[config.mk]
export PLATFORM = sky130hd
export DESIGN_NAME = mwf_sort
export DESIGN_NICKNAME = d
export VERILOG_FILES = /design/src/sv/mwf_pkg.sv /design/src/sv/mwf_sort.sv
export SDC_FILE = /design/constraint.sdc
export NUM_CORES = 1
export LEC_CHECK = 0
export ABC_AREA = 1
export BUFFER_PORTS_ARGS = -buffer_cell sky130_fd_sc_hd__buf_2
export CORE_MARGIN = 3
export CORE_UTILIZATION = 35
export DETAILED_ROUTE_END_ITERATION = 8
export SYNTH_ARGS = -nofsm -noshare
export SYNTH_HDL_FRONTEND = slang
export SYNTH_SLANG_ARGS = --single-unit
[constraint.sdc]
create_clock -name clk -period 1.57 [get_ports clk]
set_input_delay 0.0785 -clock clk [delete_from_list [all_inputs] [get_ports clk]]
set_output_delay 0.0785 -clock clk [all_outputs]
set_load 0.02 [all_outputs]
[src/sv/mwf_pkg.sv]
`timescale 1ns / 1ps
// ----------------------------------------------------------------------------
// mwf_pkg
// Shared types and constants of the streaming median window filter.
// ----------------------------------------------------------------------------
package mwf_pkg;

  localparam int PIX_W        = 8;
  localparam int X_W          = 10;
  localparam int Y_W          = 12;
  localparam int WIDTH_REG_W  = 11;
  localparam int HEIGHT_REG_W = 12;
  localparam int CFG_DATA_W   = 12;
  localparam int CFG_INDEX_W  = 1;

  localparam logic [CFG_INDEX_W-1:0] REG_IMAGE_WIDTH  = 1'd0;
  localparam logic [CFG_INDEX_W-1:0] REG_IMAGE_HEIGHT = 1'd1;

  localparam logic [WIDTH_REG_W-1:0]  IMAGE_WIDTH_RESET  = 11'd640;
  localparam logic [HEIGHT_REG_W-1:0] IMAGE_HEIGHT_RESET = 12'd480;

  typedef struct packed {
    logic [PIX_W-1:0] pixel_gray;
    logic             frame_start;
  } pixel_item_t;

  typedef struct packed {
    logic [X_W-1:0] out_x;
    logic [Y_W-1:0] out_y;
    logic           frame_done;
  } pos_t;

  typedef struct packed {
    logic [PIX_W-1:0] filtered_gray;
    logic [X_W-1:0]   out_x;
    logic [Y_W-1:0]   out_y;
    logic             frame_done;
  } result_item_t;

endpackage

[src/sv/mwf_sort.sv]
`timescale 1ns / 1ps
// ----------------------------------------------------------------------------
// mwf_sort
// Pipelined odd-even transposition sorting network, one compare-exchange
// layer per stage, giving the middle element of the sorted window.
// ----------------------------------------------------------------------------
module mwf_sort
  import mwf_pkg::*;
#(
  parameter int AREA = 9
) (
  input  logic                        clk,
  input  logic                        rst,
  input  logic                        adv,
  input  logic                        in_valid,
  input  pos_t                        in_pos,
  input  logic [AREA-1:0][PIX_W-1:0]  in_data,
  output logic                        median_valid,
  output pos_t                        median_pos,
  output logic [PIX_W-1:0]            median
);

  localparam int MID = AREA / 2;

  logic [AREA-1:0][PIX_W-1:0] stage_q [AREA];
  logic [AREA-1:0]            valid_q;
  pos_t                       pos_q [AREA];

  for (genvar s = 0; s < AREA; s++) begin : g_stage
    logic [AREA-1:0][PIX_W-1:0] src;
    logic [AREA-1:0][PIX_W-1:0] nxt;

    if (s == 0) begin : g_first
      assign src = in_data;
    end else begin : g_rest
      assign src = stage_q[s-1];
    end

    always_comb begin
      nxt = src;
      for (int i = s % 2; i + 1 < AREA; i += 2) begin
        if (src[i] > src[i+1]) begin
          nxt[i]   = src[i+1];
          nxt[i+1] = src[i];
        end
      end
    end

    always_ff @(posedge clk) begin
      if (adv) begin
        stage_q[s] <= nxt;
      end
    end
  end

  always_ff @(posedge clk) begin
    if (rst) begin
      valid_q <= '0;
    end else if (adv) begin
      valid_q <= {valid_q[AREA-2:0], in_valid};
    end
  end

  always_ff @(posedge clk) begin
    if (adv) begin
      pos_q[0] <= in_pos;
      for (int s = 1; s < AREA; s++) begin
        pos_q[s] <= pos_q[s-1];
      end
    end
  end

  assign median_valid = valid_q[AREA-1];
  assign median_pos   = pos_q[AREA-1];
  assign median       = stage_q[AREA-1][MID];

endmodule

==> metrics.txt, run 1 <==
mean post-synth cell area 11.0 um^2; Yosys reg bits 672; clk_lat worst skew 0.64 ns; Initial DRC Count 1,034; setup slack at placement -0.233 ns; Worst Max-Slew Pin Slew 0.549 ns; Root Driver clkbuf_16; DRC errors left 0; Rel. slew slack 0.633; Sink Count 672; clock buffer count from CTS 75; # setup viols final 352; critical path peak fanout 8; first-pass GRT wire length 118,000 um; outcome complete, but fails checks; initial antenna violation count 1; fmax 0.549 GHz; Hold Path Class in2reg; share of layout cells above drive strength 1 0.548; maximum buffer depth of the clock tree 3; failing checks negative setup slack; Final Cycle Share 1.16; CTS H-tree lvls 3; Power Dens Cells 1850 nW/um^2; Overall Global Routing Usage 0.139; RSZ-0062 raised after global routing true; max_cap viols 0; sequential area share after synthesis 0.584; synthesized area 34,400 um^2; final hold vios 0; number of buffers added on ports 130; WL final 77,700 um; Leakage 22.6 nW; grt ovf 0; setup ws final -0.252 ns; CTS tree built; TritonRoute pass-1 iters 5; hold slack final 0.0666 ns; min Tclk post-route 1.82 ns; Critical Path AT 2.21 ns; Final GP Congestion 0.835; IO Count 131; Pins Over Slew Limit 0; Via Count 25.1k; Critical Path End Type flop; n_diodes 0; startpoint types flop; Syn Inst Count 3,128; Initial Util 0.355; Die Ht 319 um; std cell rows 114; total die area 102,000 um^2; Layout Nets 4,499; critical path class reg2reg; Routed Antenna Nets 0; Clock Skew 0.0299 ns; Worst Path Required 1.95 ns; DP Wirelength 48,600 um; largest net degree at the start of global routing 63; core area 97,000 um^2; Vias per Instance 4.57; routed len/inst 14.1 um; Worst-path clk slew 0.06 ns; Synth warnings 0; Netlist cell types 21; vias in the first global route 24.5k; Area Growth Syn to Fin 50.5%; Post-Syn Nets 3,467; maximum VDD drop 963 uV; Die W 319 um
## layout make-up
class                           count  area [um^2]
Clock buffer                       94         1950
Timing Repair Buffer             1014         8650
Sequential cell                   672        20100
Fill cell                        7914        45200
Inverter                          340         1280
Multi-Input combinational cell   2057        17700
Clock inverter                     44          505
Tap cell                         1276         1600
## cells in the final DEF (no fill, tap or decap), drive strengths merged
cell type | Yosys | final
bufinv | 0 | 7
edfxtp | 663 | 663
ha | 240 | 240
a21o | 30 | 30
a21oi | 69 | 69
inv | 339 | 342
dfxtp | 9 | 9
nand4 | 30 | 41
nand2 | 1159 | 1180
clkbuf | 0 | 104
nor2 | 81 | 81
nand3 | 416 | 416
dlygate4sd3 | 0 | 103
buf | 91 | 901
clkinvlp | 0 | 4
clkinv | 1 | 31
## stage by stage
| stage | instances | area (um^2) | setup TNS [ns] | util | total power [mW] |
|---|---|---|---|---|---|
| 3_5_place_dp | 4991 | 41200 | -49.21 | 0.424 | 61.3 |
| 3_3_place_gp | 4991 | 41200 | -41.40 | 0.424 | 60.5 |
| 2_1_floorplan | 3128 | 35200 | -12.17 | - | 50.3 |
| 4_1_cts | 5354 | 47300 | -34.20 | 0.488 | 85.3 |
| 6_report | 5497 | 51800 | -48.87 | 0.534 | 95.8 |
| 5_1_grt | 5497 | 51800 | -71.29 | 0.534 | 102 |
## kinds of logic after synthesis
| family | synth area share |
|---|---|
| and+or+nand+nor | 0.249 |
| adders and majority gates | 0.0873 |
| AOI/OAI and AO/OA | 0.0166 |
| buffers and inverters | 0.0632 |
| DFF | 0.584 |
## sequential cells by signal, indices dropped and copies added (netlist names)
register  flops
valid_q       9
pos_q       207
stage_q     456
## Yosys cell counts
master    count  area (um^2)
nor2_4       22          248
inv_1       317         1190
ha_1        240         3000
nand4_2       8          100
nand4_4      22          468
nor2_1       37          139
nand2_1     835         3130
buf_2        23          115
nand3_1     416         2080
inv_2        22         82.6
edfxtp_1    663        19900
nor2_2       22          138
buf_1         1         3.75
buf_4        45          338
dfxtp_1       9          180
a21o_1       30          225
nand2_2     280         1750
clkinv_1      1         3.75
nand2_4      44          495
a21oi_1      69          345
buf_12       22          440
## worst max-delay path, stage by stage (launching register included)
cell and delay [ns]:
edfxtp_1 0.43, ha_4 0.31, nand2_4 0.05, nor2_4 0.25, nand2_2 0.11, nand2_4 0.16, nand2_4 0.12, nand2_2 0.07
nand2_1 0.06
## layer usage
layer	vias to the layer above	GRT usage	wire [um]	part of all wire
li1	12706	-	-	-
met1	11891	0.169	32500	0.42
met2	396	0.249	40700	0.52
met3	144	0.0237	2510	0.032
met4	0	0.0443	1970	0.025
met5	-	0	0	0
## what timing repair did
action	CTS	global route
setup endpoints to repair	352	398
pin swaps	244	487
setup buffers	106	116
resized for setup	360	662
cloned	15	27
hold buffers	104	0
endpoints found under the hold margin	196	0
## final timing paths
kind / startpoint / slack [ns] / depth (start not counted) / end
setup / recovery: stage_q[0][157] / -0.25 / 8 / stage_q[0][237]
setup reg to reg: stage_q[0][157] / -0.25 / 8 / stage_q[0][237]
hold / removal: adv / 0.07 / 5 / valid_q[3]
hold reg to reg: pos_q[0][147] / 0.41 / 0 / pos_q[0][170]
## power breakdown
part | internal (mW) | leakage [nW] | switching [mW]
registers | 26.3 | 6.62 | 3.05
logic | 23.2 | 14.8 | 26.0
clock network | 10.1 | 1.18 | 7.21
(Power assumes the default switching activity.)
==> run 2, diff against run 1 <==
Settings changed: RECOVER_POWER set to 50, SETUP_SLACK_MARGIN set to 0.5.
==> run 2 against run 1 <==
The flow still finishes with violations (negative setup slack). Flip-flop and latch count did not move. Worst hold slack improved by 0.099 ns. Die area did not move. Setup slack improved by 0.052 ns. Register-to-register slack improved by 0.05 ns. Via count fell by 1.5%. Clock-buffer cell count fell by 10. Critical endpoint is now stage_q[0][307]. Largest power group unchanged.
==> metrics.txt, run 2 (synthesis gave the netlist of run 1 again) <==
DRC errors left 0; core area 97,000 um^2; logic gate share of total power 0.496; std cell rows 114; Via Count 24.8k; clock buffer count from CTS 76; Fin Setup TNS -41.31 ns; Critical Path End Type flop; RSZ-0062 raised after global routing true; critical path class reg2reg; max_cap viols 0; Leakage 22.2 nW; Initial Util 0.355; Root Driver clkbuf_16; Worst Max-Slew Pin Slew 0.824 ns; reg2reg setup slack -0.20 ns; Worst-path clk slew 0.06 ns; Final GP Congestion 0.814; final hold vios 0; Sw Ratio 0.375; initial antenna violation count 1; Hold Path Class in2reg; Layout Nets 4,435; final non-filler cell total 5,430; Area Growth Syn to Fin 48.0%; fillers 8,109; TritonRoute pass-1 iters 4; Sink Count 672; Clock power frac 0.185; largest reg by FF count stage_q; min Tclk post-route 1.77 ns; grt ovf 0; clk_lat worst skew 0.62 ns; largest net degree at the start of global routing 55; Final Cycle Share 1.13; largest registers stage_q: 456 flops, pos_q: 207 flops, valid_q: 9 flops; commonest non-fill, non-tap cell in the layout edfxtp_1; maximum VDD drop 913 uV; P_int 57.0 mW; share of layout cells above drive strength 1 0.523; number of buffers added on ports 130; setup slack at placement -0.191 ns; Rel. slew slack 0.449; dpl cell area 41,600 um^2; vias in the first global route 24.8k; Initial DRC Count 1,078; # setup viols final 391; Layout Utilization 0.525; setup ws final -0.200 ns; maximum buffer depth of the clock tree 3; CTS tree built; DP Wirelength 49,300 um; Multi-input gate area 17,400 um^2; routed len/inst 14.0 um; depth of the most critical reg-to-reg path 8; Routed Antenna Nets 0; Worst Setup EP stage_q[0][307]; final instance area 50,900 um^2; total die area 102,000 um^2; number of flip-flops in the largest register 456; Overall Global Routing Usage 0.142; Worst Path Required 2.05 ns; sequential share of power 0.319; Critical R2R Capture stage_q[0][307]; failing checks negative setup slack; Worst R2R Start stage_q[0][237]; Reg area 20,100 um^2; leading cell types in the layout, fill and taps excluded edfxtp_1, buf_4, nand2_1; Critical Path Source stage_q[0][237]; startpoint types flop; first-pass GRT wire length 121,000 um; CTS H-tree lvls 3; Clock Skew 0.0194 ns; Placed Cells incl. Taps 4,976; IO Count 131; switching pwr 34.2 mW; Pins Over Slew Limit 0; Vias per Instance 4.56; outcome complete, but fails checks; critical path peak fanout 8; Die Ht 319 um; Critical Path AT 2.25 ns; WL final 76,200 um; Die W 319 um; fmax 0.565 GHz; Power Dens Cells 1790 nW/um^2
[run 2: cell types whose count changed in the layout (fill, tap and decap cells not counted), sizes merged, moves of 3 or more]
cell	delta
clkinv	+11
clkinvlp	-3
clkbuf	+13
nand2	+4
bufinv	-3
nand4	-10
buf	-82
[run 2: what timing repair did]
item	CTS	global route
pin swaps	362	251
endpoints found under the hold margin	116	0
endpoints found under the setup margin	384	1017
gates cloned	22	16
gates resized for setup	534	354
buffers inserted	113	64
hold buffers	103	0
[run 2: power groups by stage]
stage	registers [mW]	logic (mW)	clock network, mW
after global routing	29.6	49.8	18.1
after global placement	29.3	31.2	0
final	29.1	45.2	16.9
after floorplan	28.9	21.7	0
after detailed placement	29.4	32.0	0
after CTS	29.1	39.0	17.4
[run 2: worst min-delay path by stage]
stage | startpoint | to | slack (ns) | cells past startpoint
after global placement | in_pos[18] | pos_q[0][18] | 0.26 | 1
final | in_pos[16] | pos_q[0][16] | 0.17 | 2
after floorplan | in_pos[0] | pos_q[0][0] | 0.18 | 0
after global routing | in_pos[12] | pos_q[0][12] | 0.14 | 2
after detailed placement | in_data[64] | stage_q[0][64] | 0.26 | 1
after CTS | in_data[17] | stage_q[0][18] | 0.09 | 5
[run 2: critical path, stage by stage (launching register included)]
cell and delay [ns]:
edfxtp_1 0.44, ha_4 0.31, nand2_4 0.05, nor2_4 0.13, nand4_4 0.18, buf_6 0.20
nand2_8 0.13, nand2_2 0.08, nand2_2 0.09
[run 2: layout make-up]
class | instances | area share
well taps | 1276 | 0.0314
repair buffers | 955 | 0.158
flip-flops and latches | 672 | 0.395
clock buffers | 84 | 0.0384
multi-input cells | 2051 | 0.342
inverters | 340 | 0.0270
clock inverters | 51 | 0.00836
diodes | 1 | 0.0000492
[run 2: per-layer routing]
| metal | GRT usage | vias up | wire length, um |
|---|---|---|---|
| met3 | 0.0212 | 136 | 1950 |
| met1 | 0.170 | 11788 | 31700 |
| met4 | 0.0452 | 0 | 2080 |
| met5 | 0 | - | 0 |
| li1 | - | 12571 | - |
| met2 | 0.262 | 275 | 40600 |
[run 2: through the flow]
step                hold slack, ns  power (mW)
floorplan                    0.177        50.6
global placement             0.255        60.5
detailed placement           0.257        61.3
CTS                         0.0909        85.6
global route                 0.142        97.6
finish                       0.165        91.2
==> run 3, diff against run 2 <==
Settings changed: ABC_AREA 1 to not set.
==> run 3 against run 2 <==
The run still ends with negative setup slack left. Via count is 1.5% lower. Flip-flop and latch count stayed put. Register-to-register slack worse by 0.52 ns. Clock-buffer cell count is 12 higher. Cell count is 10% lower. First-iteration DRC count is 4.0% higher. Cell area is 2.1% lower. Non-clock buffer count is 91 higher. Global-route usage is 1.0 points higher. Synthesized area is 1.5% lower. Clock skew is 0.013 ns higher. Fmax is 23% lower.
==> metrics.txt, run 3 <==
outcome complete, but fails checks; failing checks negative setup slack; CP Buf/Inv Count 2; crit-path leading delay family compound AO/OA/AOI/OAI gates; largest net degree at the start of global routing 94; startpoint types flop; Initial Util 0.355; Critical Path End Type flop; Post-synth EDFFs 663; Die Ht 317 um; clock buffer count from CTS 74; Async SR Flop Fraction 0; fillers 7,791; total die area 101,000 um^2; Yosys reg bits 672; CTS tree built; TritonRoute pass-1 iters 4; Primary FF master, synth edfxtp_1; fmax 0.437 GHz; IO Count 131; CP peak stage delay 0.41 ns; Layout Utilization 0.522; setup ws final -0.718 ns; DRC errors left 0; n_diodes 0; critical path cell sequence inv_2 > ha_4 > nor2b_4 > o211ai_1 > a21boi_1 > o21ai_2 > clkbuf_16 > mux2_4; core area 95,400 um^2; commonest non-fill, non-tap cell in the layout buf_4; number of flip-flops in the largest register 456; Final GP Congestion 0.850; number of buffers added on ports 130; CTS H-tree lvls 3; Hold Path Class in2reg; sequential share of power 0.304; Sink Count 672; Worst Path Required 1.93 ns; Root Driver clkbuf_16; critical path peak fanout 7; Worst R2R Start stage_q[0][81]; min Tclk post-route 2.29 ns; Area contributors post-synth edfxtp_1, ha_1, mux2_2; logic gate share of total power 0.515; Netlist cell types 45; Sw Ratio 0.336; largest reg by FF count stage_q; Critical Path AT 2.65 ns; final non-filler cell total 4,860; largest registers stage_q: 456 flops, pos_q: 207 flops, valid_q: 9 flops; Overall Global Routing Usage 0.153; DP Wirelength 52,200 um; initial antenna violation count 0; max_cap viols 0; share of layout cells above drive strength 1 0.511; Leakage 20.6 nW; final hold vios 0; Vias per Instance 5.02; Pins Over Slew Limit 0; Hold Crit Start in_pos[16]; Worst Max-Slew Pin Slew 1.21 ns; std cell rows 113; WL final 79,800 um; Crit-path slowest cell edfxtp_1; mean post-synth cell area 13.5 um^2; Area Growth Syn to Fin 47.1%; leading cell types in the layout, fill and taps excluded buf_4, edfxtp_1, mux2_4; routed len/inst 16.4 um; Initial DRC Count 1,121; clk_lat worst skew 0.63 ns; switching pwr 31.3 mW; Routed Antenna Nets 0; Power Dens Cells 1870 nW/um^2; setup slack at placement -0.643 ns; RSZ-0062 raised after global routing true; maximum buffer depth of the clock tree 3; Syn Inst Count 2,500; Layout Nets 3,876; Critical Path Source stage_q[0][81]; Worst-path clk slew 0.06 ns; vias in the first global route 25.3k; grt ovf 0; most common cell in the netlist edfxtp_1; Placed Cells incl. Taps 4,459; Clock Skew 0.0326 ns; critical path class reg2reg; maximum VDD drop 1000 uV; sequential area share after synthesis 0.593; Via Count 24.4k; Yosys top cell area share 0.588; first-pass GRT wire length 126,000 um; Synth warnings 0; synthesized area 33,900 um^2; Post-Syn Nets 2,839; Final Cycle Share 1.46; synth cell count leaders edfxtp_1, inv_1, ha_1, mux2_2, a21oi_1; P_int 61.9 mW; Synth area leader edfxtp_1; Rel. slew slack 0.194; Die W 317 um; # setup viols final 608; hold slack final 0.171 ns; Clock power frac 0.181
-- run 3: changes by cell type after synthesis, sizes merged, moves of 25 or more --
cell    delta
nand2   -1079
nand3    -416
o22ai    +259
mux2     +246
a21oi    +151
o21ai     +91
inv       -90
a211oi    +29
a21o      -27
o221a     +26
and4      +25
-- run 3: through the flow --
| stage | total power, mW | setup TNS (ns) | area, um^2 |
|---|---|---|---|
| after floorplan | 50.2 | -180.79 | 34700 |
| after global placement | 62.2 | -194.13 | 41700 |
| after detailed placement | 63.7 | -217.01 | 41700 |
| after CTS | 89.1 | -160.06 | 48300 |
| after global routing | 98.5 | -250.01 | 49800 |
| final | 93.1 | -192.66 | 49800 |
-- run 3: metal layers --
layer  vias up  wire (um)  GRT usage
met1     11949      32200      0.175
met4         0       2450     0.0535
met3       180       2520     0.0222
met5         -          0          0
li1      11865          -          -
met2       407      42600      0.287
-- run 3: worst register-to-register path, delay by kind of cell (launching register included) --
| kind | cells | cell delay [ns] |
|---|---|---|
| fa+ha+maj | 1 | 0.20 |
| buf+inv | 2 | 0.31 |
| flops | 1 | 0.41 |
| simple gates | 1 | 0.12 |
| mux | 1 | 0.30 |
| compound gates | 3 | 0.70 |
-- run 3: cell type report --
type | count | area (um^2) | share of cell area
Multi-Input combinational cell | 1494 | 16100 | 0.323
Inverter | 249 | 985 | 0.0198
Clock buffer | 96 | 2030 | 0.0407
Sequential cell | 672 | 20100 | 0.403
Clock inverter | 38 | 350 | 0.00703
Tap cell | 1265 | 1580 | 0.0318
Timing Repair Buffer | 1046 | 8700 | 0.175
-- run 3: cells by family after synthesis --
| group | Yosys count | synth area share |
|---|---|---|
| AO/OA/AOI/OAI | 712 | 0.144 |
| flip-flops | 672 | 0.593 |
| buffers and inverters | 343 | 0.0462 |
| AND/OR/NAND/NOR | 278 | 0.0434 |
| multiplexers | 255 | 0.0845 |
| adder cells (fa/ha/maj) | 240 | 0.0887 |
-- run 3: power groups by stage --
| stage | logic, mW | clock network, mW | registers [mW] |
|---|---|---|---|
| floorplan | 21.9 | 0 | 28.3 |
| global placement | 33.8 | 0 | 28.4 |
| detailed placement | 35.2 | 0 | 28.5 |
| CTS | 43.5 | 17.4 | 28.2 |
| global route | 51.7 | 18.2 | 28.7 |
| finish | 48.0 | 16.9 | 28.3 |
-- run 3: repair_timing --
item,4_1_cts,5_1_grt
hold buffers,99,0
endpoints found under the setup margin,448,878
cloned,18,7
pin swaps,157,79
endpoints found under the hold margin,137,0
setup buffers,102,41
gates resized for setup,435,240
-- run 3: worst paths after layout --
kind	to	slack (ns)	cells past startpoint
max reg2reg	stage_q[0][144]	-0.72	8
min	pos_q[0][16]	0.17	2
max	stage_q[0][144]	-0.72	8
min reg2reg	stage_q[0][212]	0.40	0
